==> src/rtl/pasq_pkg.sv <==
`default_nettype none
// ----------------------------------------------------------------------------
// pasq_pkg
// Shared types, codes and sizes of the priority aging query scheduler.
// ----------------------------------------------------------------------------
package pasq_pkg;

  localparam int QUEUE_DEPTH_DEF = 32;
  localparam int MAX_WORKERS_DEF = 16;

  // scheduling policies
  localparam logic POLICY_FIFO = 1'b0;
  localparam logic POLICY_PRIO = 1'b1;

  typedef enum logic [1:0] {
    CFG_POLICY = 2'd0,
    CFG_AGING  = 2'd1
  } cfg_index_t;

  typedef enum logic [2:0] {
    ACT_SUBMIT = 3'd0,
    ACT_JOIN   = 3'd1,
    ACT_DONE   = 3'd2,
    ACT_RETURN = 3'd3,
    ACT_LEAVE  = 3'd4,
    ACT_TICK   = 3'd5
  } action_t;

  typedef enum logic [2:0] {
    KIND_ID       = 3'd0,
    KIND_DISPATCH = 3'd1,
    KIND_PREEMPT  = 3'd2,
    KIND_ABORT    = 3'd3,
    KIND_UNKNOWN  = 3'd4
  } kind_t;

  typedef struct packed {
    logic [15:0] job;
    logic [7:0]  pri;
    logic [15:0] pc;
  } rq_entry_t;

  typedef struct packed {
    kind_t       kind;
    logic [15:0] job;
    logic [3:0]  worker;
    logic [7:0]  pri;
    logic [15:0] pc;
  } res_t;

  function automatic res_t mk_res(kind_t kind, logic [15:0] job, logic [3:0] worker,
                                  logic [7:0] pri, logic [15:0] pc);
    res_t r;
    r.kind   = kind;
    r.job    = job;
    r.worker = worker;
    r.pri    = pri;
    r.pc     = pc;
    return r;
  endfunction

endpackage
`default_nettype wire

==> src/rtl/pasq_req_if.sv <==
`default_nettype none
// ----------------------------------------------------------------------------
// pasq_req_if
// Request channel: one scheduling event per transfer.
// ----------------------------------------------------------------------------
interface pasq_req_if;
  logic        valid;
  logic        ready;
  logic [2:0]  action;
  logic [7:0]  priority_req;
  logic [3:0]  worker_num;
  logic [15:0] job_id;
  logic [15:0] program_counter;

  modport source (output valid, action, priority_req, worker_num, job_id, program_counter,
                  input ready);
  modport sink (input valid, action, priority_req, worker_num, job_id, program_counter,
                output ready);
endinterface
`default_nettype wire

==> src/rtl/pasq_rsp_if.sv <==
`default_nettype none
// ----------------------------------------------------------------------------
// pasq_rsp_if
// Response channel: one scheduler result per transfer.
// ----------------------------------------------------------------------------
interface pasq_rsp_if;
  logic        valid;
  logic        ready;
  logic [2:0]  kind;
  logic [15:0] out_job_id;
  logic [3:0]  out_worker_id;
  logic [7:0]  out_priority;
  logic [15:0] out_counter;
  logic        last;

  modport source (output valid, kind, out_job_id, out_worker_id, out_priority,
                  out_counter, last, input ready);
  modport sink (input valid, kind, out_job_id, out_worker_id, out_priority,
                out_counter, last, output ready);
endinterface
`default_nettype wire

==> src/rtl/pasq_cfg_if.sv <==
`default_nettype none
// ----------------------------------------------------------------------------
// pasq_cfg_if
// Register write channel.
// ----------------------------------------------------------------------------
interface pasq_cfg_if;
  logic        valid;
  logic        ready;
  logic [1:0]  index;
  logic [15:0] data;

  modport source (output valid, index, data, input ready);
  modport sink (input valid, index, data, output ready);
endinterface
`default_nettype wire

==> src/rtl/pasq_ready_mem.sv <==
`default_nettype none
// ----------------------------------------------------------------------------
// pasq_ready_mem
// Ready queue storage: one write port, one read port, registered read data.
// ----------------------------------------------------------------------------
module pasq_ready_mem
  import pasq_pkg::*;
#(
  parameter int DEPTH = QUEUE_DEPTH_DEF,
  parameter int AW    = $clog2(QUEUE_DEPTH_DEF)
) (
  input  wire logic      clk,
  input  wire logic      we,
  input  wire logic [AW-1:0] waddr,
  input  wire rq_entry_t wdata,
  input  wire logic [AW-1:0] raddr,
  output rq_entry_t      rdata
);

  rq_entry_t mem [DEPTH];

  always_ff @(posedge clk) begin
    if (we) begin
      mem[waddr] <= wdata;
    end
    rdata <= mem[raddr];
  end

endmodule
`default_nettype wire

==> src/rtl/priority_aging_query_scheduler_unit.sv <==
`default_nettype none
// ----------------------------------------------------------------------------
// priority_aging_query_scheduler_unit
// Job scheduler with FIFO or priority policy, aging and preemption requests.
// ----------------------------------------------------------------------------
// One event is handled at a time; req.ready is high only while the unit waits
// for an event. Jobs waiting for a worker sit in a single-port-write RAM in
// arrival order; every pass over it visits the entries one by one. A dispatch
// scans the queued jobs for the best one (one entry for FIFO, ready_count
// entries for priority) and then closes the gap by moving the younger entries
// down one place each cycle. A tick that ages the queue sweeps every entry
// once. Lookups by job and preemption checks walk the worker table, one
// worker per cycle. Results leave through an output register, so a new event
// is taken while the last result still waits for rsp.ready. Configuration
// writes are taken at any time and are meant to be issued while the unit is
// quiet.
// ----------------------------------------------------------------------------
module priority_aging_query_scheduler_unit
  import pasq_pkg::*;
#(
  parameter int QUEUE_DEPTH = QUEUE_DEPTH_DEF,
  parameter int MAX_WORKERS = MAX_WORKERS_DEF
) (
  input wire logic clk,
  input wire logic rst,
  pasq_req_if.sink   req,
  pasq_rsp_if.source rsp,
  pasq_cfg_if.sink   cfg
);

  localparam int AW   = $clog2(QUEUE_DEPTH);
  localparam int CNTW = $clog2(QUEUE_DEPTH + 1);
  localparam int WIW  = (MAX_WORKERS > 1) ? $clog2(MAX_WORKERS) : 1;
  localparam int WCW  = $clog2(MAX_WORKERS + 1);
  localparam logic [CNTW-1:0] QD_FULL = CNTW'(QUEUE_DEPTH);
  localparam logic [WCW-1:0]  MW_FULL = WCW'(MAX_WORKERS);
  localparam logic [WIW-1:0]  W_LAST  = WIW'(MAX_WORKERS - 1);

  typedef enum logic [12:0] {
    S_IDLE        = 13'b0000000000001,
    S_FIND        = 13'b0000000000010,
    S_SERVE       = 13'b0000000000100,
    S_PICK        = 13'b0000000001000,
    S_DISPATCH    = 13'b0000000010000,
    S_SHIFT       = 13'b0000000100000,
    S_AGE         = 13'b0000001000000,
    S_PREEMPT     = 13'b0000010000000,
    S_SUBMIT_HEAD = 13'b0000100000000,
    S_IQ_FIND     = 13'b0001000000000,
    S_IQ_SHIFT    = 13'b0010000000000,
    S_LEAVE_RUN   = 13'b0100000000000,
    S_EMIT        = 13'b1000000000000
  } state_t;

  state_t state;

  // configuration
  logic        policy;
  logic [15:0] aging_period;
  logic [15:0] aging_ticks;

  // ready queue
  logic [CNTW-1:0] ready_count;
  logic [AW-1:0]   scan_i;
  logic [AW-1:0]   best_idx;
  rq_entry_t       best_e;
  rq_entry_t       rq_rdata;
  logic            rq_we;
  logic [AW-1:0]   rq_wa;
  logic [AW-1:0]   rq_ra;
  rq_entry_t       rq_wd;

  // worker table
  logic [MAX_WORKERS-1:0] run_valid;
  logic [MAX_WORKERS-1:0] idle_bit;
  logic [15:0]    rt_job [MAX_WORKERS];
  logic [7:0]     rt_pri [MAX_WORKERS];
  logic [WIW-1:0] rt_idx;
  logic [WIW-1:0] iq [MAX_WORKERS];
  logic [WIW-1:0] iq_idx;
  logic [WCW-1:0] idle_count;
  logic [WCW-1:0] worker_total;
  logic [15:0]    next_job_id;

  // event registers
  action_t        act_q;
  logic [15:0]    job_q;
  logic [15:0]    pc_q;
  logic [WIW-1:0] srv_w;
  logic           ret_serve;

  // preempt check
  logic [7:0]     pchk;
  logic [WCW-1:0] run_cnt;
  logic           p_found;
  logic [7:0]     worst_pri;
  logic [15:0]    worst_job;
  logic [WIW-1:0] worst_w;

  // aging sweep
  logic       age_any;
  logic [7:0] age_low;

  // results
  res_t       res [2];
  logic [1:0] res_n;
  logic       e_i;
  logic       ov;
  res_t       o_res;
  logic       o_last;

  // combinational helpers
  logic           acc;
  action_t        in_act;
  logic           w_ok;
  logic [WIW-1:0] in_w;
  logic           rq_full;
  logic           sub_push;
  logic           ret_push;
  logic [15:0]    rt_rd_job;
  logic [7:0]     rt_rd_pri;
  logic           rt_rd_v;
  logic [WIW-1:0] iq_rd;
  logic           f_hit;
  logic [15:0]    period;
  logic [15:0]    tick_nx;
  logic           p_better;
  logic [WCW-1:0] cnt_nx;
  logic           p_found_nx;
  logic [7:0]     worst_pri_nx;
  logic [15:0]    worst_job_nx;
  logic [WIW-1:0] worst_w_nx;
  logic           age_dec;
  logic [7:0]     age_pri;
  logic           age_any_nx;
  logic [7:0]     age_low_nx;
  logic           pick_better;
  logic           scan_last;

  assign acc       = req.valid && req.ready;
  assign in_act    = action_t'(req.action);
  assign w_ok      = 32'(req.worker_num) < 32'(MAX_WORKERS);
  assign in_w      = WIW'(req.worker_num);
  assign rq_full   = (ready_count == QD_FULL);
  assign rt_rd_job = rt_job[rt_idx];
  assign rt_rd_pri = rt_pri[rt_idx];
  assign rt_rd_v   = run_valid[rt_idx];
  assign iq_rd     = iq[iq_idx];
  assign f_hit     = rt_rd_v && (rt_rd_job == job_q);
  assign sub_push  = acc && (in_act == ACT_SUBMIT) && !rq_full;
  assign ret_push  = (state == S_FIND) && f_hit && (act_q == ACT_RETURN) && !rq_full;
  assign period    = (aging_period == 16'd0) ? 16'd1 : aging_period;
  assign tick_nx   = aging_ticks + 16'd1;

  // worst running job, lowest worker id wins ties
  assign p_better     = rt_rd_v && (!p_found || rt_rd_pri > worst_pri);
  assign cnt_nx       = run_cnt + WCW'(rt_rd_v);
  assign p_found_nx   = p_found || rt_rd_v;
  assign worst_pri_nx = p_better ? rt_rd_pri : worst_pri;
  assign worst_job_nx = p_better ? rt_rd_job : worst_job;
  assign worst_w_nx   = p_better ? rt_idx : worst_w;

  assign age_dec    = (rq_rdata.pri != 8'd0);
  assign age_pri    = rq_rdata.pri - 8'd1;
  assign age_any_nx = age_any || age_dec;
  assign age_low_nx = (age_dec && (!age_any || age_pri < age_low)) ? age_pri : age_low;

  assign pick_better = (scan_i == '0) || (rq_rdata.pri < best_e.pri);
  assign scan_last   = (CNTW'(scan_i) == ready_count - CNTW'(1));

  // ready queue ports
  always_comb begin
    rq_we = 1'b0;
    rq_wa = scan_i;
    rq_wd = rq_rdata;
    if (sub_push) begin
      rq_we = 1'b1;
      rq_wa = AW'(ready_count);
      rq_wd = '{job: next_job_id, pri: req.priority_req, pc: 16'd0};
    end else if (ret_push) begin
      rq_we = 1'b1;
      rq_wa = AW'(ready_count);
      rq_wd = '{job: job_q, pri: rt_rd_pri, pc: pc_q};
    end else if (state == S_SHIFT) begin
      rq_we = 1'b1;
      rq_wa = scan_i - AW'(1);
    end else if (state == S_AGE) begin
      rq_we = 1'b1;
      if (age_dec) begin
        rq_wd.pri = age_pri;
      end
    end
  end

  always_comb begin
    unique case (state)
      S_PICK, S_SHIFT, S_AGE: rq_ra = scan_i + AW'(1);
      S_DISPATCH:             rq_ra = best_idx + AW'(1);
      default:                rq_ra = '0;
    endcase
  end

  pasq_ready_mem #(
    .DEPTH(QUEUE_DEPTH),
    .AW   (AW)
  ) u_ready_mem (
    .clk  (clk),
    .we   (rq_we),
    .waddr(rq_wa),
    .wdata(rq_wd),
    .raddr(rq_ra),
    .rdata(rq_rdata)
  );

  // worker table payload
  always_ff @(posedge clk) begin
    if (state == S_DISPATCH) begin
      rt_job[srv_w] <= best_e.job;
      rt_pri[srv_w] <= best_e.pri;
    end
    if (state == S_IQ_SHIFT) begin
      iq[iq_idx - WIW'(1)] <= iq_rd;
    end else if (state == S_SERVE && ready_count == '0 && idle_count < MW_FULL) begin
      iq[WIW'(idle_count)] <= srv_w;
    end
  end

  always_ff @(posedge clk) begin
    if (rst) begin
      state        <= S_IDLE;
      policy       <= POLICY_FIFO;
      aging_period <= 16'd1;
      aging_ticks  <= '0;
      ready_count  <= '0;
      run_valid    <= '0;
      idle_bit     <= '0;
      idle_count   <= '0;
      worker_total <= '0;
      next_job_id  <= '0;
      res_n        <= '0;
      e_i          <= 1'b0;
      ov           <= 1'b0;
    end else begin
      if (cfg.valid && cfg.ready) begin
        case (cfg_index_t'(cfg.index))
          CFG_POLICY: policy <= cfg.data[0];
          CFG_AGING:  aging_period <= cfg.data;
          default: ;
        endcase
      end
      // a result loaded this cycle keeps the output register full
      if (ov && rsp.ready && !(state == S_EMIT && res_n != 2'd0)) begin
        ov <= 1'b0;
      end

      unique case (state)
        S_IDLE: begin
          if (acc) begin
            act_q <= in_act;
            job_q <= req.job_id;
            pc_q  <= req.program_counter;
            unique case (in_act)
              ACT_SUBMIT: begin
                next_job_id <= next_job_id + 16'd1;
                res[0] <= mk_res(KIND_ID, next_job_id, 4'd0, req.priority_req, 16'd0);
                if (idle_count != '0) begin
                  res_n  <= 2'd1;
                  if (!rq_full) begin
                    ready_count <= ready_count + CNTW'(1);
                  end
                  iq_idx <= '0;
                  state  <= S_SUBMIT_HEAD;
                end else if (rq_full) begin
                  res[1] <= mk_res(KIND_ABORT, next_job_id, 4'd0, req.priority_req, 16'd0);
                  res_n  <= 2'd2;
                  state  <= S_EMIT;
                end else begin
                  ready_count <= ready_count + CNTW'(1);
                  res_n <= 2'd1;
                  if (policy == POLICY_PRIO) begin
                    pchk    <= req.priority_req;
                    rt_idx  <= '0;
                    run_cnt <= '0;
                    p_found <= 1'b0;
                    state   <= S_PREEMPT;
                  end else begin
                    state <= S_EMIT;
                  end
                end
              end
              ACT_JOIN: begin
                if (w_ok && !run_valid[in_w] && !idle_bit[in_w]) begin
                  worker_total <= worker_total + WCW'(1);
                  srv_w <= in_w;
                  state <= S_SERVE;
                end
              end
              ACT_DONE, ACT_RETURN: begin
                rt_idx <= '0;
                state  <= S_FIND;
              end
              ACT_LEAVE: begin
                if (w_ok) begin
                  if (idle_bit[in_w]) begin
                    idle_bit[in_w] <= 1'b0;
                    srv_w  <= in_w;
                    iq_idx <= '0;
                    if (worker_total != '0) begin
                      worker_total <= worker_total - WCW'(1);
                    end
                    state <= S_IQ_FIND;
                  end else if (run_valid[in_w]) begin
                    run_valid[in_w] <= 1'b0;
                    rt_idx <= in_w;
                    if (worker_total != '0) begin
                      worker_total <= worker_total - WCW'(1);
                    end
                    state <= S_LEAVE_RUN;
                  end
                end
              end
              ACT_TICK: begin
                if (policy == POLICY_PRIO) begin
                  if (tick_nx < period) begin
                    aging_ticks <= tick_nx;
                  end else begin
                    aging_ticks <= '0;
                    if (ready_count != '0) begin
                      scan_i  <= '0;
                      age_any <= 1'b0;
                      state   <= S_AGE;
                    end
                  end
                end
              end
              default: ;
            endcase
          end
        end

        S_FIND: begin
          if (f_hit) begin
            run_valid[rt_idx] <= 1'b0;
            srv_w <= rt_idx;
            if (act_q == ACT_RETURN) begin
              if (!rq_full) begin
                ready_count <= ready_count + CNTW'(1);
              end else begin
                res[res_n[0]] <= mk_res(KIND_ABORT, job_q, 4'd0, rt_rd_pri, pc_q);
                res_n <= res_n + 2'd1;
              end
            end
            state <= S_SERVE;
          end else if (rt_idx == W_LAST) begin
            res[res_n[0]] <= mk_res(KIND_UNKNOWN, job_q, 4'd0, 8'd0, 16'd0);
            res_n <= res_n + 2'd1;
            state <= S_EMIT;
          end else begin
            rt_idx <= rt_idx + WIW'(1);
          end
        end

        S_SERVE: begin
          if (ready_count == '0) begin
            if (idle_count < MW_FULL) begin
              idle_count      <= idle_count + WCW'(1);
              idle_bit[srv_w] <= 1'b1;
            end
            state <= S_EMIT;
          end else begin
            scan_i <= '0;
            state  <= S_PICK;
          end
        end

        S_PICK: begin
          if (pick_better) begin
            best_e   <= rq_rdata;
            best_idx <= scan_i;
          end
          if (policy == POLICY_FIFO || scan_last) begin
            state <= S_DISPATCH;
          end else begin
            scan_i <= scan_i + AW'(1);
          end
        end

        S_DISPATCH: begin
          run_valid[srv_w] <= 1'b1;
          res[res_n[0]] <= mk_res(KIND_DISPATCH, best_e.job, 4'(srv_w), best_e.pri,
                                  best_e.pc);
          res_n <= res_n + 2'd1;
          if (CNTW'(best_idx) == ready_count - CNTW'(1)) begin
            ready_count <= ready_count - CNTW'(1);
            state <= S_EMIT;
          end else begin
            scan_i <= best_idx + AW'(1);
            state  <= S_SHIFT;
          end
        end

        S_SHIFT: begin
          // entry scan_i moves down one place
          if (scan_last) begin
            ready_count <= ready_count - CNTW'(1);
            state <= S_EMIT;
          end else begin
            scan_i <= scan_i + AW'(1);
          end
        end

        S_AGE: begin
          age_any <= age_any_nx;
          age_low <= age_low_nx;
          if (scan_last) begin
            if (age_any_nx) begin
              pchk    <= age_low_nx;
              rt_idx  <= '0;
              run_cnt <= '0;
              p_found <= 1'b0;
              state   <= S_PREEMPT;
            end else begin
              state <= S_EMIT;
            end
          end else begin
            scan_i <= scan_i + AW'(1);
          end
        end

        S_PREEMPT: begin
          run_cnt   <= cnt_nx;
          p_found   <= p_found_nx;
          worst_pri <= worst_pri_nx;
          worst_job <= worst_job_nx;
          worst_w   <= worst_w_nx;
          if (rt_idx == W_LAST) begin
            if (p_found_nx && cnt_nx == worker_total && pchk < worst_pri_nx) begin
              res[res_n[0]] <= mk_res(KIND_PREEMPT, worst_job_nx, 4'(worst_w_nx),
                                      worst_pri_nx, 16'd0);
              res_n <= res_n + 2'd1;
            end
            state <= S_EMIT;
          end else begin
            rt_idx <= rt_idx + WIW'(1);
          end
        end

        S_SUBMIT_HEAD: begin
          srv_w <= iq_rd;
          idle_bit[iq_rd] <= 1'b0;
          if (idle_count == WCW'(1)) begin
            idle_count <= '0;
            state <= S_SERVE;
          end else begin
            iq_idx    <= WIW'(1);
            ret_serve <= 1'b1;
            state     <= S_IQ_SHIFT;
          end
        end

        S_IQ_FIND: begin
          if (iq_rd == srv_w) begin
            if (WCW'(iq_idx) == idle_count - WCW'(1)) begin
              idle_count <= idle_count - WCW'(1);
              state <= S_EMIT;
            end else begin
              iq_idx    <= iq_idx + WIW'(1);
              ret_serve <= 1'b0;
              state     <= S_IQ_SHIFT;
            end
          end else begin
            iq_idx <= iq_idx + WIW'(1);
          end
        end

        S_IQ_SHIFT: begin
          if (WCW'(iq_idx) == idle_count - WCW'(1)) begin
            idle_count <= idle_count - WCW'(1);
            state <= ret_serve ? S_SERVE : S_EMIT;
          end else begin
            iq_idx <= iq_idx + WIW'(1);
          end
        end

        S_LEAVE_RUN: begin
          res[res_n[0]] <= mk_res(KIND_ABORT, rt_rd_job, 4'(rt_idx), rt_rd_pri, 16'd0);
          res_n <= res_n + 2'd1;
          state <= S_EMIT;
        end

        S_EMIT: begin
          if (res_n == 2'd0) begin
            state <= S_IDLE;
          end else if (!ov || rsp.ready) begin
            ov     <= 1'b1;
            o_res  <= res[e_i];
            o_last <= ({1'b0, e_i} == res_n - 2'd1);
            if ({1'b0, e_i} == res_n - 2'd1) begin
              e_i   <= 1'b0;
              res_n <= 2'd0;
              state <= S_IDLE;
            end else begin
              e_i <= 1'b1;
            end
          end
        end

        default: state <= S_IDLE;
      endcase
    end
  end

  assign req.ready         = (state == S_IDLE);
  assign cfg.ready         = 1'b1;
  assign rsp.valid         = ov;
  assign rsp.kind          = o_res.kind;
  assign rsp.out_job_id    = o_res.job;
  assign rsp.out_worker_id = o_res.worker;
  assign rsp.out_priority  = o_res.pri;
  assign rsp.out_counter   = o_res.pc;
  assign rsp.last          = o_last;

  // a worker is never both idle and running
  a_idle_run_excl: assert property (@(posedge clk) disable iff (rst)
    $countones(run_valid & idle_bit) == 0)
    else $error("worker both idle and running");

  // idle workers only while nothing waits, checked in S_IDLE
  a_idle_empty: assert property (@(posedge clk) disable iff (rst)
    state == S_IDLE |-> (idle_count == '0 || ready_count == '0))
    else $error("idle worker while jobs wait");

  a_rq_bound: assert property (@(posedge clk) disable iff (rst)
    ready_count <= QD_FULL)
    else $error("ready queue overflow");

  a_res_bound: assert property (@(posedge clk) disable iff (rst)
    res_n <= 2'd2)
    else $error("result buffer overflow");

endmodule
`default_nettype wire
==> src/flat_wrapper.sv <==
// flat-port wrapper written by rule: the top's interface ports become plain ports
module priority_aging_query_scheduler_unit_flat import pasq_pkg::*;
#(
  parameter int QUEUE_DEPTH = QUEUE_DEPTH_DEF,
  parameter int MAX_WORKERS = MAX_WORKERS_DEF
)
  (clk, rst, req_valid, req_action, req_priority_req, req_worker_num, req_job_id, req_program_counter, req_ready, rsp_valid, rsp_kind, rsp_out_job_id, rsp_out_worker_id, rsp_out_priority, rsp_out_counter, rsp_last, rsp_ready, cfg_valid, cfg_index, cfg_data, cfg_ready);
  pasq_req_if req_i ();
  pasq_rsp_if rsp_i ();
  pasq_cfg_if cfg_i ();
  input wire logic clk;
  input wire logic rst;
  input wire logic [$bits(req_i.valid)-1:0] req_valid;
  input wire logic [$bits(req_i.action)-1:0] req_action;
  input wire logic [$bits(req_i.priority_req)-1:0] req_priority_req;
  input wire logic [$bits(req_i.worker_num)-1:0] req_worker_num;
  input wire logic [$bits(req_i.job_id)-1:0] req_job_id;
  input wire logic [$bits(req_i.program_counter)-1:0] req_program_counter;
  output wire logic [$bits(req_i.ready)-1:0] req_ready;
  output wire logic [$bits(rsp_i.valid)-1:0] rsp_valid;
  output wire logic [$bits(rsp_i.kind)-1:0] rsp_kind;
  output wire logic [$bits(rsp_i.out_job_id)-1:0] rsp_out_job_id;
  output wire logic [$bits(rsp_i.out_worker_id)-1:0] rsp_out_worker_id;
  output wire logic [$bits(rsp_i.out_priority)-1:0] rsp_out_priority;
  output wire logic [$bits(rsp_i.out_counter)-1:0] rsp_out_counter;
  output wire logic [$bits(rsp_i.last)-1:0] rsp_last;
  input wire logic [$bits(rsp_i.ready)-1:0] rsp_ready;
  input wire logic [$bits(cfg_i.valid)-1:0] cfg_valid;
  input wire logic [$bits(cfg_i.index)-1:0] cfg_index;
  input wire logic [$bits(cfg_i.data)-1:0] cfg_data;
  output wire logic [$bits(cfg_i.ready)-1:0] cfg_ready;
  assign req_i.valid = req_valid;
  assign req_i.action = req_action;
  assign req_i.priority_req = req_priority_req;
  assign req_i.worker_num = req_worker_num;
  assign req_i.job_id = req_job_id;
  assign req_i.program_counter = req_program_counter;
  assign req_ready = req_i.ready;
  assign rsp_valid = rsp_i.valid;
  assign rsp_kind = rsp_i.kind;
  assign rsp_out_job_id = rsp_i.out_job_id;
  assign rsp_out_worker_id = rsp_i.out_worker_id;
  assign rsp_out_priority = rsp_i.out_priority;
  assign rsp_out_counter = rsp_i.out_counter;
  assign rsp_last = rsp_i.last;
  assign rsp_i.ready = rsp_ready;
  assign cfg_i.valid = cfg_valid;
  assign cfg_i.index = cfg_index;
  assign cfg_i.data = cfg_data;
  assign cfg_ready = cfg_i.ready;
  priority_aging_query_scheduler_unit #(.QUEUE_DEPTH(QUEUE_DEPTH), .MAX_WORKERS(MAX_WORKERS)) u_core (.clk(clk), .rst(rst), .req(req_i), .rsp(rsp_i), .cfg(cfg_i));
endmodule
==> config.mk <==
export PLATFORM = sky130hd
export DESIGN_NAME = priority_aging_query_scheduler_unit_flat
export DESIGN_NICKNAME = d
export VERILOG_FILES = /design/src/rtl/pasq_pkg.sv /design/src/rtl/pasq_req_if.sv /design/src/rtl/pasq_rsp_if.sv /design/src/rtl/pasq_cfg_if.sv /design/src/rtl/pasq_ready_mem.sv /design/src/rtl/priority_aging_query_scheduler_unit.sv /design/src/flat_wrapper.sv
export SDC_FILE = /design/constraint.sdc
export NUM_CORES = 2
export LEC_CHECK = 0
export ABC_AREA = 1
export BUFFER_PORTS_ARGS = -buffer_cell sky130_fd_sc_hd__buf_2
export CORE_ASPECT_RATIO = 0.6
export CORE_MARGIN = 2
export CORE_UTILIZATION = 55
export CTS_BUF_LIST = sky130_fd_sc_hd__clkbuf_8
export DETAILED_ROUTE_END_ITERATION = 6
export GPL_TIMING_DRIVEN = 1
export MAX_ROUTING_LAYER = met4
export PLACE_DENSITY = 0.73
export SLEW_MARGIN = 5
export SYNTH_ARGS = -nofsm -noshare
export SYNTH_HDL_FRONTEND = slang
export SYNTH_SLANG_ARGS = --single-unit
==> constraint.sdc <==
create_clock -name clk -period 21 [get_ports clk]
set_input_delay 2.1 -clock clk [delete_from_list [all_inputs] [get_ports clk]]
set_output_delay 2.1 -clock clk [all_outputs]
set_load 0.05 [all_outputs]
==> Flow_metrics.wiki <==
{| class="wikitable"
! Metric !! Value
|-
| Synth Flop Type || edfxtp_1
|-
| Terminus of the critical flop-to-flop path || u_core.res[1][11]
|-
| DIE WIDTH || 539 microns
|-
| FP Rows || 117
|-
| Count of maximum capacitance violations || 0
|-
| Register bit count reported by yosys || 2181
|-
| Worst min-delay path startpoint || u_core.u_ready_mem.rdata[11]
|-
| Distinct cell type count after synthesis || 61
|-
| Final worst-path cycle share || 42.0%
|-
| List of most frequent post-synthesis cells || edfxtp_1, nand2_1, nor2_1
|-
| Master of the slowest instance on the critical path || inv_1
|-
| VDD IR max || 0.0742 mV
|-
| Violations in the final reports || design-rule violations
|-
| Port Buffers || 119
|-
| Total nets after synthesis || 8423
|-
| Max-slew violation count || 0
|-
| Half-perimeter wire length after placement || 162000 microns
|-
| # setup viols final || 0
|-
| Max Fclk || 113 MHz
|-
| DRT Wirelength || 289000 microns
|-
| Total number of clock tree sinks || 2181
|-
| PostCTS Resize Cnt || 0
|-
| Number of buffers inserted for hold repair after clock tree synthesis || 0
|-
| Count of pins on the block boundary || 121
|-
| RSZ-0062 raised after global routing || no
|-
| Y dimension of the die || 325 microns
|-
| Number of antenna violations at the first check in global routing || 21
|-
| Synthesis Warnings || 0
|-
| Post-layout min period || 8.83 ns
|-
| Count of buffers added by post-CTS timing repair for setup || 0
|-
| Maximum buffer depth of the clock tree || 4
|-
| Startpoint Class || flip-flop
|-
| Number of placed instances with taps included || 10300
|-
| Clock Latency Late Sink || 0.99 ns
|-
| Critical path's largest stage delay || 0.96 ns
|-
| Die ar. || 175000 sq um
|-
| Core Util, Final || 60.6%
|-
| Largest fanout of any net on the critical path || 88
|-
| Total core area || 170000 sq um
|-
| Number of nets still failing antenna checks after routing || 0
|-
| Count of flip-flops with a built-in enable after synthesis || 2019
|-
| Final RePlAce weighted congestion || 0.965
|-
| Area delta synth->final || 9.12%
|-
| Largest area contributor in the netlist || edfxtp_1
|-
| Ratio of total power to cell area || 113 nW/um^2
|-
| Routed length per instance || 26.7 microns
|-
| Category of the critical setup timing path || flip-flop to flip-flop
|-
| Synth area leaders || edfxtp_1, nand2_1, dfxtp_1
|-
| Number of hold violations in the final report || 0
|-
| Count of cells along the worst register-to-register path || 34
|-
| Final global-route overflow total || 0
|-
| Number of vias per cell after detailed routing || 6.44
|-
| TritonCTS clock tree || done
|-
| Fraction of layout cells with a size suffix above 1 || 10.2%
|-
| Initial core utilization || 55.5%
|-
| Wire length of the first global-routing pass || 423000 microns
|-
| Post-route insts no fill || 10800
|-
| Accumulated negative setup slack || 0 ns
|-
| Final net count || 8458
|-
| Cell area after technology mapping || 94300 sq um
|-
| Lkg Pwr || 36.2 nW
|-
| Mapped Avg Cell Area || 11.4 sq um
|-
| First-iteration detailed-routing DRC count || 12000
|-
| Destination of the worst hold path || u_core.best_e[11]
|-
| Tightest Pin Transition || 1.36 ns
|-
| Yosys top cell area share || 64.3%
|-
| Number of detailed-route iterations in the first pass || 7
|-
| Worst clock skew || 0.0969 ns
|-
| Post-synthesis instance total || 8283
|-
| Critical path endpoint category || flip-flop
|-
| Data required time at the worst endpoint || 21.53 ns
|-
| Total number of vias || 69700
|-
| Worst reg2reg setup slack || 12.17 ns
|-
| Root buffer selected by CTS || clkbuf_8
|-
| Worst max-slew margin expressed relative to the limit || 9.52%
|-
| Top cell by count, worst path || nand2_1
|-
| Clock-pin slew reported for the worst setup and hold paths after clock tree synthesis || 0.06 ns
|-
| GRT Total Usage || 33.1%
|-
| Most common cell in the synthesized netlist || edfxtp_1
|-
| Num CTS Buffers || 315
|-
| Worst Hold Depth || 0
|-
| Maximum number of pins on one net before global-route repair || 207
|-
| Worst min-delay path category || flip-flop to flip-flop
|-
| Sequential cell area fraction in the yosys report || 67.7%
|-
| CP Data Arrival Time || 9.36 ns
|-
| Status || finished with violations
|-
| Share of flip-flops with an asynchronous set or reset after synthesis || 0%
|-
| Residual DRC || 3
|-
| Number of global-route vias before repair || 64800
|-
| Level count of the clock H-tree || 5
|}
flip-flops by register name, indices dropped and copies added (netlist names), 40 cells and up, named ones only:
| register | count |
|---|---|
| u_core.u_ready_mem.rdata | 40 |
| u_core.rt_job | 256 |
| u_core.rt_pri | 128 |
| u_core.u_ready_mem.mem | 1280 |
| u_core.iq | 64 |
| u_core.res | 94 |
| u_core.best_e | 40 |
through the flow:
stage / total power, mW / setup slack, ns / instance area (sq um) / hold WS, ns
floorplan: 7.37 / 12.92 / 94300 / 0.403
global placement: 8.28 / 12.61 / 97100 / 0.409
detailed placement: 8.35 / 12.45 / 97100 / 0.409
CTS: 11.5 / 12.36 / 103000 / 0.426
global route: 12.0 / 11.45 / 103000 / 0.449
finish: 11.6 / 12.17 / 103000 / 0.424
critical path, delay by kind of cell, from the launching register on:
| family | cells | cell delay, ns |
|---|---|---|
| fa+ha+maj | 2 | 0.63 |
| buf+inv | 9 | 4.30 |
| flops | 1 | 0.32 |
| simple gates | 16 | 2.06 |
| compound gates | 7 | 0.95 |
layer usage:
metal / vias up / routed length [microns] / track usage [%]
met1: 33600 / 121000 / 50.3
met2: 5315 / 118000 / 43.6
met3: 610 / 43000 / 8.53
met5: - / 0 / -
li1: 30100 / - / -
met4: 0 / 7830 / 9.38
area by class of cell:
type / instances / area (sq um)
well taps: 2261 / 2830
multi-input cells: 5026 / 26600
clock inverters: 210 / 1120
clock buffers: 340 / 4680
flip-flops and latches: 2181 / 63900
diodes: 14 / 35.0
inverters: 534 / 2040
repair buffers: 260 / 1700
fillers: 13400 / 67000
how the worst max path moves through the flow:
stage / slack, ns / to
after floorplan: 12.92 / u_core.res[1][0]
after global placement: 12.61 / u_core.res[1][34]
after detailed placement: 12.45 / u_core.res[1][36]
after CTS: 12.36 / u_core.res[1][46]
after global routing: 11.45 / u_core.res[1][46]
final: 12.17 / u_core.res[1][11]
power by group:
group          switching, mW  internal (mW)
sequential             0.142           5.34
combinational           2.20          0.680
clock                   1.66           1.58
logic make-up (layout without fill, tap and decap cells):
logic type	after synthesis	in the layout	synth area share (%)
multiplexers	1	1	0.0106
buffers and inverters	1076	1344	4.65
AO/OA/AOI/OAI	2088	2088	13.7
adder cells (fa/ha/maj)	70	70	0.937
XOR/XNOR	59	59	0.548
other	1	15	0.00398
flip-flops	2181	2181	67.7
AND/OR/NAND/NOR	2807	2807	12.5
layout by cell type, fill, tap and decap left out, types with 108 or more instances in the layout:
cell / count
o211ai_1: 384
inv_1: 614
o21a_1: 128
buf_4: 137
o221ai_1: 108
nor2_1: 559
dfxtp_1: 158
nand3_1: 468
clkbuf_8: 340
edfxtp_1: 2019
nand2_1: 1480
buf_2: 119
o21ai_0: 487
a21oi_1: 467
o22ai_1: 390
No activity file was read; power rests on OpenSTA's default activity.
